`src/hw/rtl/adtm_pkg.sv`:
```
// Package: default parameters and divider constants for the threshold block.
package adtm_pkg;

  // Default window shape and sample width
  localparam int unsigned DEF_PRE_WINDOW   = 8;
  localparam int unsigned DEF_POST_WINDOW  = 7;
  localparam int unsigned DEF_SAMPLE_WIDTH = 32;

  // Quotient bits the divider resolves per cycle
  localparam int unsigned DIV_BITS = 8;

endpackage

```
`src/hw/rtl/adtm_stream_if.sv`:
```
// Stream interfaces for the sample requests and the result requests.
interface adtm_in_if #(
  parameter int unsigned SAMPLE_WIDTH = adtm_pkg::DEF_SAMPLE_WIDTH
);
  logic                           valid;
  logic                           ready;
  logic signed [SAMPLE_WIDTH-1:0] sample;
  logic                           last_sample;

  modport source (output valid, sample, last_sample, input ready);
  modport sink   (input valid, sample, last_sample, output ready);
endinterface

interface adtm_out_if #(
  parameter int unsigned SAMPLE_WIDTH = adtm_pkg::DEF_SAMPLE_WIDTH
);
  logic                    valid;
  logic                    ready;
  logic [SAMPLE_WIDTH-2:0] value;
  logic                    last_result;
  logic                    short_frame;

  modport source (output valid, value, last_result, short_frame, input ready);
  modport sink   (input valid, value, last_result, short_frame, output ready);
endinterface

```
`src/hw/rtl/adaptive_threshold_moving_mean.sv`:
```
// Top level: moving-mean adaptive threshold over one frame of samples.
//
//  channel | dir | payload                             | handshake
//  --------+-----+-------------------------------------+-------------
//  smp_i   | in  | sample, last_sample                 | valid/ready
//  res_o   | out | value, last_result, short_frame     | valid/ready
//
// Steps: a sample without a result passes only the idle and add steps. A result
//   goes on through the window-sum, fetch, radix-2^DIV_BITS mean divide, finish
//   and emit steps, sharing one adder; each tail result of the frame-end flush
//   takes one subtract step (two for the first) before its fetch step.
// Reset: asynchronous, clears the window, the running sum and the count.
// Stalls: results sit in an output register; the sequencer waits in its
//   emit step while that register is full, and takes no sample meanwhile.
// Window shape assumes PRE_WINDOW > POST_WINDOW.
module adaptive_threshold_moving_mean #(
  parameter int unsigned PRE_WINDOW   = adtm_pkg::DEF_PRE_WINDOW,
  parameter int unsigned POST_WINDOW  = adtm_pkg::DEF_POST_WINDOW,
  parameter int unsigned SAMPLE_WIDTH = adtm_pkg::DEF_SAMPLE_WIDTH
) (
  input  logic       clk_i,
  input  logic       rst_ni,
  adtm_in_if.sink    smp_i,
  adtm_out_if.source res_o
);

  localparam int unsigned SW      = SAMPLE_WIDTH;
  localparam int unsigned WIN_LEN = PRE_WINDOW + POST_WINDOW + 1;
  localparam int unsigned IW      = $clog2(WIN_LEN);       // window index / mean length
  localparam int unsigned CW      = $clog2(WIN_LEN + 1);   // sample count, saturating
  localparam int unsigned AGW     = $clog2(POST_WINDOW + 1);
  localparam int unsigned SUMW    = SW + IW + 1;           // signed window sum
  localparam int unsigned DB      = adtm_pkg::DIV_BITS;
  localparam int unsigned DIV_CYC = (SUMW + DB - 1) / DB;
  localparam int unsigned DW      = DIV_CYC * DB;
  localparam int unsigned DCW     = $clog2(DIV_CYC + 1);

  localparam logic [IW-1:0]  IDX_LAST = IW'(WIN_LEN - 1);
  localparam logic [IW-1:0]  IDX_POST = IW'(POST_WINDOW);
  localparam logic [IW-1:0]  LEN_MID  = IW'(WIN_LEN - 1);
  localparam logic [CW-1:0]  CNT_FULL = CW'(WIN_LEN);
  localparam logic [CW-1:0]  POS_HEAD = CW'(POST_WINDOW);
  localparam logic [CW-1:0]  POS_MID  = CW'(2 * POST_WINDOW + 1);
  localparam logic [AGW-1:0] AGE_TOP  = AGW'(POST_WINDOW - 1);
  localparam logic [DCW-1:0] DCNT_END = DCW'(DIV_CYC - 1);

  typedef enum logic [7:0] {
    ST_IDLE = 8'b0000_0001,  // wait for a sample, shift it in, drop the oldest
    ST_ADD  = 8'b0000_0010,  // add the new sample to the running sum
    ST_MID  = 8'b0000_0100,  // head or middle window sum
    ST_TSUB = 8'b0000_1000,  // tail window: peel off old entries one a cycle
    ST_GETX = 8'b0001_0000,  // fetch the centre sample, start the divider
    ST_DIV  = 8'b0010_0000,  // mean = sum / len, DB bits a cycle
    ST_FIN  = 8'b0100_0000,  // sample minus mean, clamp
    ST_EMIT = 8'b1000_0000   // hand the result to the output register
  } state_e;

  state_e state_q, state_d;

  // frame state
  logic signed [SW-1:0] win_q [WIN_LEN];   // newest first
  logic [SUMW-1:0]      ws_q;
  logic [CW-1:0]        cnt_q;
  logic [CW-1:0]        pos_q;
  logic                 last_q;
  logic                 short_q;
  logic                 tail_q;
  logic [AGW-1:0]       age_q;
  logic [IW-1:0]        ridx_q;

  // per-result datapath
  logic [SUMW-1:0]      psum_q;
  logic [IW-1:0]        len_q;
  logic signed [SW-1:0] xv_q;
  logic                 neg_q;
  logic [DW-1:0]        dv_q;
  logic [IW:0]          rem_q;
  logic [DCW-1:0]       dcnt_q;
  logic [SW-2:0]        val_q;

  // output register
  logic                 out_valid_q;
  logic [SW-2:0]        out_value_q;
  logic                 out_last_q;
  logic                 out_short_q;

  logic                 accept;
  logic                 out_free;
  logic                 is_mid;
  logic                 frame_end;
  logic                 tail_start;
  logic [IW-1:0]        tail_len;
  logic [IW-1:0]        rd_idx;
  logic signed [SW-1:0] rd_data;
  logic [SUMW-1:0]      rd_ext;
  logic [SUMW-1:0]      add_a, add_b, add_res;
  logic                 add_sub;
  logic [SUMW-1:0]      abs_sum;
  logic [DW-1:0]        dv_t;
  logic [IW:0]          rem_t;
  logic [SW-2:0]        val_d;

  assign accept   = (state_q == ST_IDLE) && smp_i.valid;
  assign out_free = !out_valid_q || res_o.ready;

  // full frame at end, or past the head: window excludes only the newest sample
  assign is_mid     = last_q || (pos_q >= POS_MID);
  assign frame_end  = short_q || (tail_q && (age_q == '0));
  assign tail_start = last_q && !tail_q && !short_q;
  assign tail_len   = IW'(age_q) + IDX_POST + IW'(1);

  // single read port into the window
  always_comb begin
    case (state_q)
      ST_IDLE: rd_idx = IDX_LAST;
      ST_ADD:  rd_idx = '0;
      ST_MID:  rd_idx = is_mid ? '0 : pos_q[IW-1:0];
      ST_TSUB: rd_idx = ridx_q;
      ST_GETX: rd_idx = tail_q ? IW'(age_q) : IDX_POST;
      default: rd_idx = '0;
    endcase
  end

  assign rd_data = win_q[rd_idx];
  assign rd_ext  = {{(SUMW - SW){rd_data[SW-1]}}, rd_data};

  // shared add/subtract unit
  always_comb begin
    add_a   = ws_q;
    add_b   = rd_ext;
    add_sub = 1'b0;
    case (state_q)
      ST_IDLE: add_sub = 1'b1;
      ST_ADD:  add_sub = 1'b0;
      ST_MID:  add_sub = 1'b1;
      ST_TSUB: begin
        add_a   = psum_q;
        add_sub = 1'b1;
      end
      ST_GETX: begin                     // negate for |sum|
        add_a   = '0;
        add_b   = psum_q;
        add_sub = 1'b1;
      end
      ST_FIN: begin                      // x - mean, mean = +/- quotient
        add_a   = {{(SUMW - SW){xv_q[SW-1]}}, xv_q};
        add_b   = dv_q[SUMW-1:0];
        add_sub = !neg_q;
      end
      default: add_sub = 1'b0;
    endcase
  end

  assign add_res = add_sub ? (add_a - add_b) : (add_a + add_b);
  assign abs_sum = psum_q[SUMW-1] ? add_res : psum_q;

  // restoring divider, DB quotient bits per cycle; remainder stays narrow
  always_comb begin
    rem_t = rem_q;
    dv_t  = dv_q;
    for (int i = 0; i < DB; i++) begin
      rem_t = {rem_t[IW-1:0], dv_t[DW-1]};
      dv_t  = {dv_t[DW-2:0], 1'b0};
      if (rem_t >= {1'b0, len_q}) begin
        rem_t   = rem_t - {1'b0, len_q};
        dv_t[0] = 1'b1;
      end
    end
  end

  // clamp to [0, 2^(SW-1)-1]
  always_comb begin
    if (add_res[SUMW-1]) begin
      val_d = '0;
    end else if (|add_res[SUMW-2:SW-1]) begin
      val_d = '1;
    end else begin
      val_d = add_res[SW-2:0];
    end
  end

  // sequencer
  always_comb begin
    state_d = state_q;
    case (state_q)
      ST_IDLE: if (smp_i.valid) state_d = ST_ADD;
      ST_ADD: begin
        if (last_q && (cnt_q != CNT_FULL)) begin
          state_d = ST_EMIT;                       // short frame
        end else if (last_q || (pos_q >= POS_HEAD)) begin
          state_d = ST_MID;
        end else begin
          state_d = ST_IDLE;
        end
      end
      ST_MID:  state_d = ST_GETX;
      ST_TSUB: if (ridx_q == tail_len) state_d = ST_GETX;
      ST_GETX: state_d = ST_DIV;
      ST_DIV:  if (dcnt_q == DCNT_END) state_d = ST_FIN;
      ST_FIN:  state_d = ST_EMIT;
      ST_EMIT: begin
        if (out_free) begin
          if (frame_end) begin
            state_d = ST_IDLE;
          end else if (tail_q || last_q) begin
            state_d = ST_TSUB;
          end else begin
            state_d = ST_IDLE;
          end
        end
      end
      default: state_d = ST_IDLE;
    endcase
  end

  // control and frame state
  always_ff @(posedge clk_i or negedge rst_ni) begin
    if (!rst_ni) begin
      state_q <= ST_IDLE;
      for (int k = 0; k < WIN_LEN; k++) win_q[k] <= '0;
      ws_q    <= '0;
      cnt_q   <= '0;
      pos_q   <= '0;
      last_q  <= 1'b0;
      short_q <= 1'b0;
      tail_q  <= 1'b0;
      age_q   <= '0;
      ridx_q  <= '0;
    end else begin
      state_q <= state_d;
      case (state_q)
        ST_IDLE: begin
          if (accept) begin
            for (int k = WIN_LEN - 1; k > 0; k--) win_q[k] <= win_q[k-1];
            win_q[0] <= smp_i.sample;
            ws_q     <= add_res;                  // drop the oldest entry
            pos_q    <= cnt_q;
            cnt_q    <= (cnt_q == CNT_FULL) ? CNT_FULL : cnt_q + CW'(1);
            last_q   <= smp_i.last_sample;
          end
        end
        ST_ADD: begin
          ws_q    <= add_res;
          short_q <= last_q && (cnt_q != CNT_FULL);
        end
        ST_TSUB: ridx_q <= ridx_q - IW'(1);
        ST_EMIT: begin
          if (out_free) begin
            if (frame_end) begin
              for (int k = 0; k < WIN_LEN; k++) win_q[k] <= '0;
              ws_q    <= '0;
              cnt_q   <= '0;
              last_q  <= 1'b0;
              short_q <= 1'b0;
              tail_q  <= 1'b0;
            end else if (tail_q) begin
              age_q <= age_q - AGW'(1);
            end else if (last_q) begin
              tail_q <= 1'b1;
              age_q  <= AGE_TOP;
              ridx_q <= IDX_LAST;
            end
          end
        end
        default: ;
      endcase
    end
  end

  // result datapath
  always_ff @(posedge clk_i) begin
    case (state_q)
      ST_MID: begin
        psum_q <= add_res;
        len_q  <= is_mid ? LEN_MID : pos_q[IW-1:0];
      end
      ST_TSUB: begin
        psum_q <= add_res;
        len_q  <= tail_len;
      end
      ST_GETX: begin
        xv_q   <= rd_data;
        neg_q  <= psum_q[SUMW-1];
        dv_q   <= DW'(abs_sum);
        rem_q  <= '0;
        dcnt_q <= '0;
      end
      ST_DIV: begin
        dv_q   <= dv_t;
        rem_q  <= rem_t;
        dcnt_q <= dcnt_q + DCW'(1);
      end
      ST_FIN: val_q <= val_d;
      ST_EMIT: begin
        if (out_free && tail_start) psum_q <= ws_q;   // tail starts from the full sum
      end
      default: ;
    endcase
  end

  // output register
  always_ff @(posedge clk_i or negedge rst_ni) begin
    if (!rst_ni) begin
      out_valid_q <= 1'b0;
    end else if ((state_q == ST_EMIT) && out_free) begin
      out_valid_q <= 1'b1;
    end else if (res_o.ready) begin
      out_valid_q <= 1'b0;
    end
  end

  always_ff @(posedge clk_i) begin
    if ((state_q == ST_EMIT) && out_free) begin
      out_value_q <= short_q ? '0 : val_q;
      out_last_q  <= frame_end;
      out_short_q <= short_q;
    end
  end

  assign smp_i.ready       = (state_q == ST_IDLE);
  assign res_o.valid       = out_valid_q;
  assign res_o.value       = out_value_q;
  assign res_o.last_result = out_last_q;
  assign res_o.short_frame = out_short_q;

endmodule

```
`src/flat_wrapper.sv`:
```
// flat-port wrapper written by rule: the top's interface ports become plain ports
module adaptive_threshold_moving_mean_flat 
#(
  parameter int unsigned PRE_WINDOW   = adtm_pkg::DEF_PRE_WINDOW,
  parameter int unsigned POST_WINDOW  = adtm_pkg::DEF_POST_WINDOW,
  parameter int unsigned SAMPLE_WIDTH = adtm_pkg::DEF_SAMPLE_WIDTH
)
  (clk_i, rst_ni, smp_i_valid, smp_i_sample, smp_i_last_sample, smp_i_ready, res_o_valid, res_o_value, res_o_last_result, res_o_short_frame, res_o_ready);
  adtm_in_if #(.SAMPLE_WIDTH(SAMPLE_WIDTH)) smp_i_i ();
  adtm_out_if #(.SAMPLE_WIDTH(SAMPLE_WIDTH)) res_o_i ();
  input  logic clk_i;
  input  logic rst_ni;
  input wire logic [$bits(smp_i_i.valid)-1:0] smp_i_valid;
  input wire logic [$bits(smp_i_i.sample)-1:0] smp_i_sample;
  input wire logic [$bits(smp_i_i.last_sample)-1:0] smp_i_last_sample;
  output wire logic [$bits(smp_i_i.ready)-1:0] smp_i_ready;
  output wire logic [$bits(res_o_i.valid)-1:0] res_o_valid;
  output wire logic [$bits(res_o_i.value)-1:0] res_o_value;
  output wire logic [$bits(res_o_i.last_result)-1:0] res_o_last_result;
  output wire logic [$bits(res_o_i.short_frame)-1:0] res_o_short_frame;
  input wire logic [$bits(res_o_i.ready)-1:0] res_o_ready;
  assign smp_i_i.valid = smp_i_valid;
  assign smp_i_i.sample = smp_i_sample;
  assign smp_i_i.last_sample = smp_i_last_sample;
  assign smp_i_ready = smp_i_i.ready;
  assign res_o_valid = res_o_i.valid;
  assign res_o_value = res_o_i.value;
  assign res_o_last_result = res_o_i.last_result;
  assign res_o_short_frame = res_o_i.short_frame;
  assign res_o_i.ready = res_o_ready;
  adaptive_threshold_moving_mean #(.PRE_WINDOW(PRE_WINDOW), .POST_WINDOW(POST_WINDOW), .SAMPLE_WIDTH(SAMPLE_WIDTH)) u_core (.clk_i(clk_i), .rst_ni(rst_ni), .smp_i(smp_i_i), .res_o(res_o_i));
endmodule
```
`config.mk`:
```
export PLATFORM = sky130hd
export DESIGN_NAME = adaptive_threshold_moving_mean_flat
export DESIGN_NICKNAME = d
export VERILOG_FILES = /design/src/hw/rtl/adtm_pkg.sv /design/src/hw/rtl/adtm_stream_if.sv /design/src/hw/rtl/adaptive_threshold_moving_mean.sv /design/src/flat_wrapper.sv
export SDC_FILE = /design/constraint.sdc
export NUM_CORES = 2
export LEC_CHECK = 0
export BUFFER_PORTS_ARGS = -buffer_cell sky130_fd_sc_hd__buf_2
export CORE_MARGIN = 5
export CORE_UTILIZATION = 40
export CTS_BUF_LIST = sky130_fd_sc_hd__clkbuf_16
export CTS_CLUSTER_SIZE = 28
export DETAILED_ROUTE_END_ITERATION = 8
export PLACE_DENSITY = 0.59
export SLEW_MARGIN = 5
export SYNTH_ARGS = -nofsm -noshare
export SYNTH_HDL_FRONTEND = slang
export SYNTH_SLANG_ARGS = --single-unit
```
`constraint.sdc`:
```
create_clock -name clk_i -period 35 [get_ports clk_i]
set_input_delay 1.75 -clock clk_i [delete_from_list [all_inputs] [get_ports clk_i]]
set_output_delay 1.75 -clock clk_i [all_outputs]
set_load 0.05 [all_outputs]
```
==> results.sh <==
export IMPL_path_max_fanout=10
export IMPL_rrSetupSlack_ns=20.76
export IMPL_grt_pass1_wl_um=193000
export IMPL_worstPathArrival_ns=14.74
export IMPL_start_util_pct=40.1
export IMPL_maxSlewViolCount=0
export IMPL_synth_area_leader_cell="dfrtp_1"
export IMPL_cp_end_kind="flip-flop"
export IMPL_core_area_um2=101000
export IMPL_synth_most_common_cell="nand2_1"
export IMPL_grt_max_degree=212
export IMPL_track_usage_pct=22.4
export IMPL_grt_busiest_layer="met2"
export IMPL_vias=33100
export IMPL_final_instance_count_excl_fill=5803
export IMPL_synth_area_leaders="dfrtp_1 (36%), edfxtp_1 (14%), nand2_1 (11%)"
export IMPL_synth_ff_type="dfrtp_1"
export IMPL_grt_met2_usage_pct=35.3
export IMPL_outcome="complete, no violations"
export IMPL_met3_usage_pct=3.62
export IMPL_ys_types=93
export IMPL_cts_sinks=763
export IMPL_worstPathRequired_ns=35.50
export IMPL_r2r_cells=58
export IMPL_crit_family="compound AO/OA/AOI/OAI gates"
export IMPL_drive_gt1_share_pct=8.57
export IMPL_critPathMostFrequentCell="a21o_1"
export IMPL_clk_latency_ns=0.66
export IMPL_drv_cap=0
export IMPL_drc=0
export IMPL_dr_pass1_iters=8
export IMPL_fmax_mhz=70.2
export IMPL_antenna_found_initial=3
export IMPL_nets=4485
export IMPL_die_h_um=329
export IMPL_via_per_inst=5.70
export IMPL_htreeDepth=3
export IMPL_grt_pass1_vias=31500
export IMPL_path_clk_slew_ns=0.06
export IMPL_syn_nets=4590
export IMPL_yosys_area_top_type_share_pct=35.5
export IMPL_ant_nets=0
export IMPL_setup_slack_ns=20.76
export IMPL_place_hpwl_um=78200
export IMPL_rows=117
export IMPL_path_class="reg2reg"
export IMPL_syn_area_um2=40700
export IMPL_yosysWarnings=0
export IMPL_async_reset_ff_share_pct=75.8
export IMPL_hp_class="reg2reg"
export IMPL_dieWidth_um=329
export IMPL_grt_ovfl_total=0
export IMPL_grt_util_met1_pct=32.2
export IMPL_period_share_pct=40.7
export IMPL_drt_iter0_drc=3643
export IMPL_yosys_top_cells_count="nand2_1 (1,205), dfrtp_1 (577), nand3_1 (514), clkbuf_1 (216), edfxtp_1 (185)"
export IMPL_dp_cells=5644
export IMPL_syn_avg_cell_area_um2=9.10
export IMPL_post_drt_wl_per_cell_um=21.3
export IMPL_path_depth=58
export IMPL_slew_headroom_pct=19.0
export IMPL_cts_hold_buffers=0
export IMPL_setup_viol=0
export IMPL_post_cts_buffers=0
export IMPL_holdPathStages=2
export IMPL_cp_num_buf_inv=4
export IMPL_cts_root_buf="clkbuf_16"
export IMPL_cts_resized=0
export IMPL_seq_area_frac_synth_pct=49.2
export IMPL_ys_ff_latch=763
export IMPL_cts_tree="done"
export IMPL_area_delta_synth_final_pct=9.66
export IMPL_rsz0062_at_grt="false"
export IMPL_numCtsBuffers=85
export IMPL_cts_buffer_depth=3
export IMPL_dp_slack_ns=20.77
export IMPL_synth_edf_count=185
export IMPL_synth_cells=4468
export IMPL_gp_congestion=0.894
export IMPL_drt_wl_total_um=124000
export IMPL_tightest_slew_ns=1.22
export IMPL_final_hold_violation_count=0
export IMPL_fin_crit_ns=14.24
export IMPL_cpPeakStageDelay_ns=0.74
export IMPL_die_area_um2=108000
export IMPL_tns_ns=0
export IMPL_boundaryPins=72
export IMPL_startpoint_type="flip-flop"
export IMPL_clock_skew_ns=0.0324
export IMPL_final_core_utilization_pct=44.0
export IMPL_portBuffers=71
export IMPL_slowest_stage="edfxtp_1"
final timing paths:
kind,end,from
min reg2reg,u_core.win_q[6],u_core.win_q[6]
max in group asynchronous,u_core.win_q[485],rst_ni
max reg2reg,u_core.rem_q[0],u_core.len_q[1]
min,u_core.win_q[6],u_core.win_q[6]
min in group asynchronous,u_core.win_q[481],rst_ni
max,u_core.rem_q[0],u_core.len_q[1]
sequential cells by signal, summed over array words and instances, names as in the netlist:
name                      flops
u_core.neg_q                  1
u_core.dv_q                  40
u_core.xv_q                  32
u_core.res_o.valid            1
u_core.len_q                  4
u_core.res_o.last_result      1
u_core.res_o.value           31
u_core.val_q                 31
u_core.rem_q                  4
u_core.last_q                 1
u_core.age_q                  3
u_core.short_q                1
u_core.res_o.short_frame      1
u_core.ridx_q                 4
u_core.dcnt_q                 3
u_core.win_q                512
u_core.tail_q                 1
u_core.psum_q                37
u_core.state_q                8
u_core.ws_q                  37
u_core.pos_q                  5
u_core.cnt_q                  5
metrics by stage:
stage	hold WS, ns	area [um2]
2_1_floorplan	0.432	40700
3_3_place_gp	0.448	42000
3_5_place_dp	0.452	42000
4_1_cts	0.466	44600
5_1_grt	0.490	44600
6_report	0.464	44600
layer usage:
layer	vias up	wire length [um]
li1	15500	-
met1	16400	56400
met2	955	56500
met3	203	7270
met4	0	3730
met5	-	0
layout make-up:
cell class | instances | area [um2]
sequential | 763 | 20000
fill | 9910 | 56700
timing repair buffer | 135 | 896
multi-input combinational | 3236 | 18800
clock inverter | 71 | 459
clock buffer | 86 | 2150
antenna | 2 | 5.00
tap | 1368 | 1710
inverter | 142 | 534
logic make-up after synthesis:
group                      share of synthesized area, %
AOI/OAI and AO/OA                                  13.2
and+or+nand+nor                                    22.7
muxes                                              5.37
buffers and inverters                              4.74
DFF                                                49.2
adders and majority gates                          2.78
xor gates and xnor gates                           2.02
placed cells by master, fill, tap and decap left out, drive strengths merged, types with 22 or more instances in the layout:
cell,count
a211oi,28
a21o,42
a21oi,139
a222oi,38
a22o,24
a31oi,22
and2,22
buf,135
clkbuf,86
clkinv,47
dfrtp,577
edfxtp,185
ha,76
inv,161
mux2,71
mux2i,138
nand2,1207
nand3,517
nand4,58
nor2,117
nor2b,43
nor3,26
o2111ai,28
o211ai,48
o21a,24
o21ai,159
o31ai,67
xnor2,50
xor2,41
worst register-to-register path: cells and delay by family (launching register included):
kind,cells,cell delay [ns]
flops,1,0.74
buf+inv,4,0.67
compound gates,30,6.26
mux,7,2.33
fa+ha+maj,8,2.31
simple gates,9,1.79
Power is left out: the tool's default activity adds up to more than one toggle a clock period on the data nets, which glitch-free logic cannot reach.
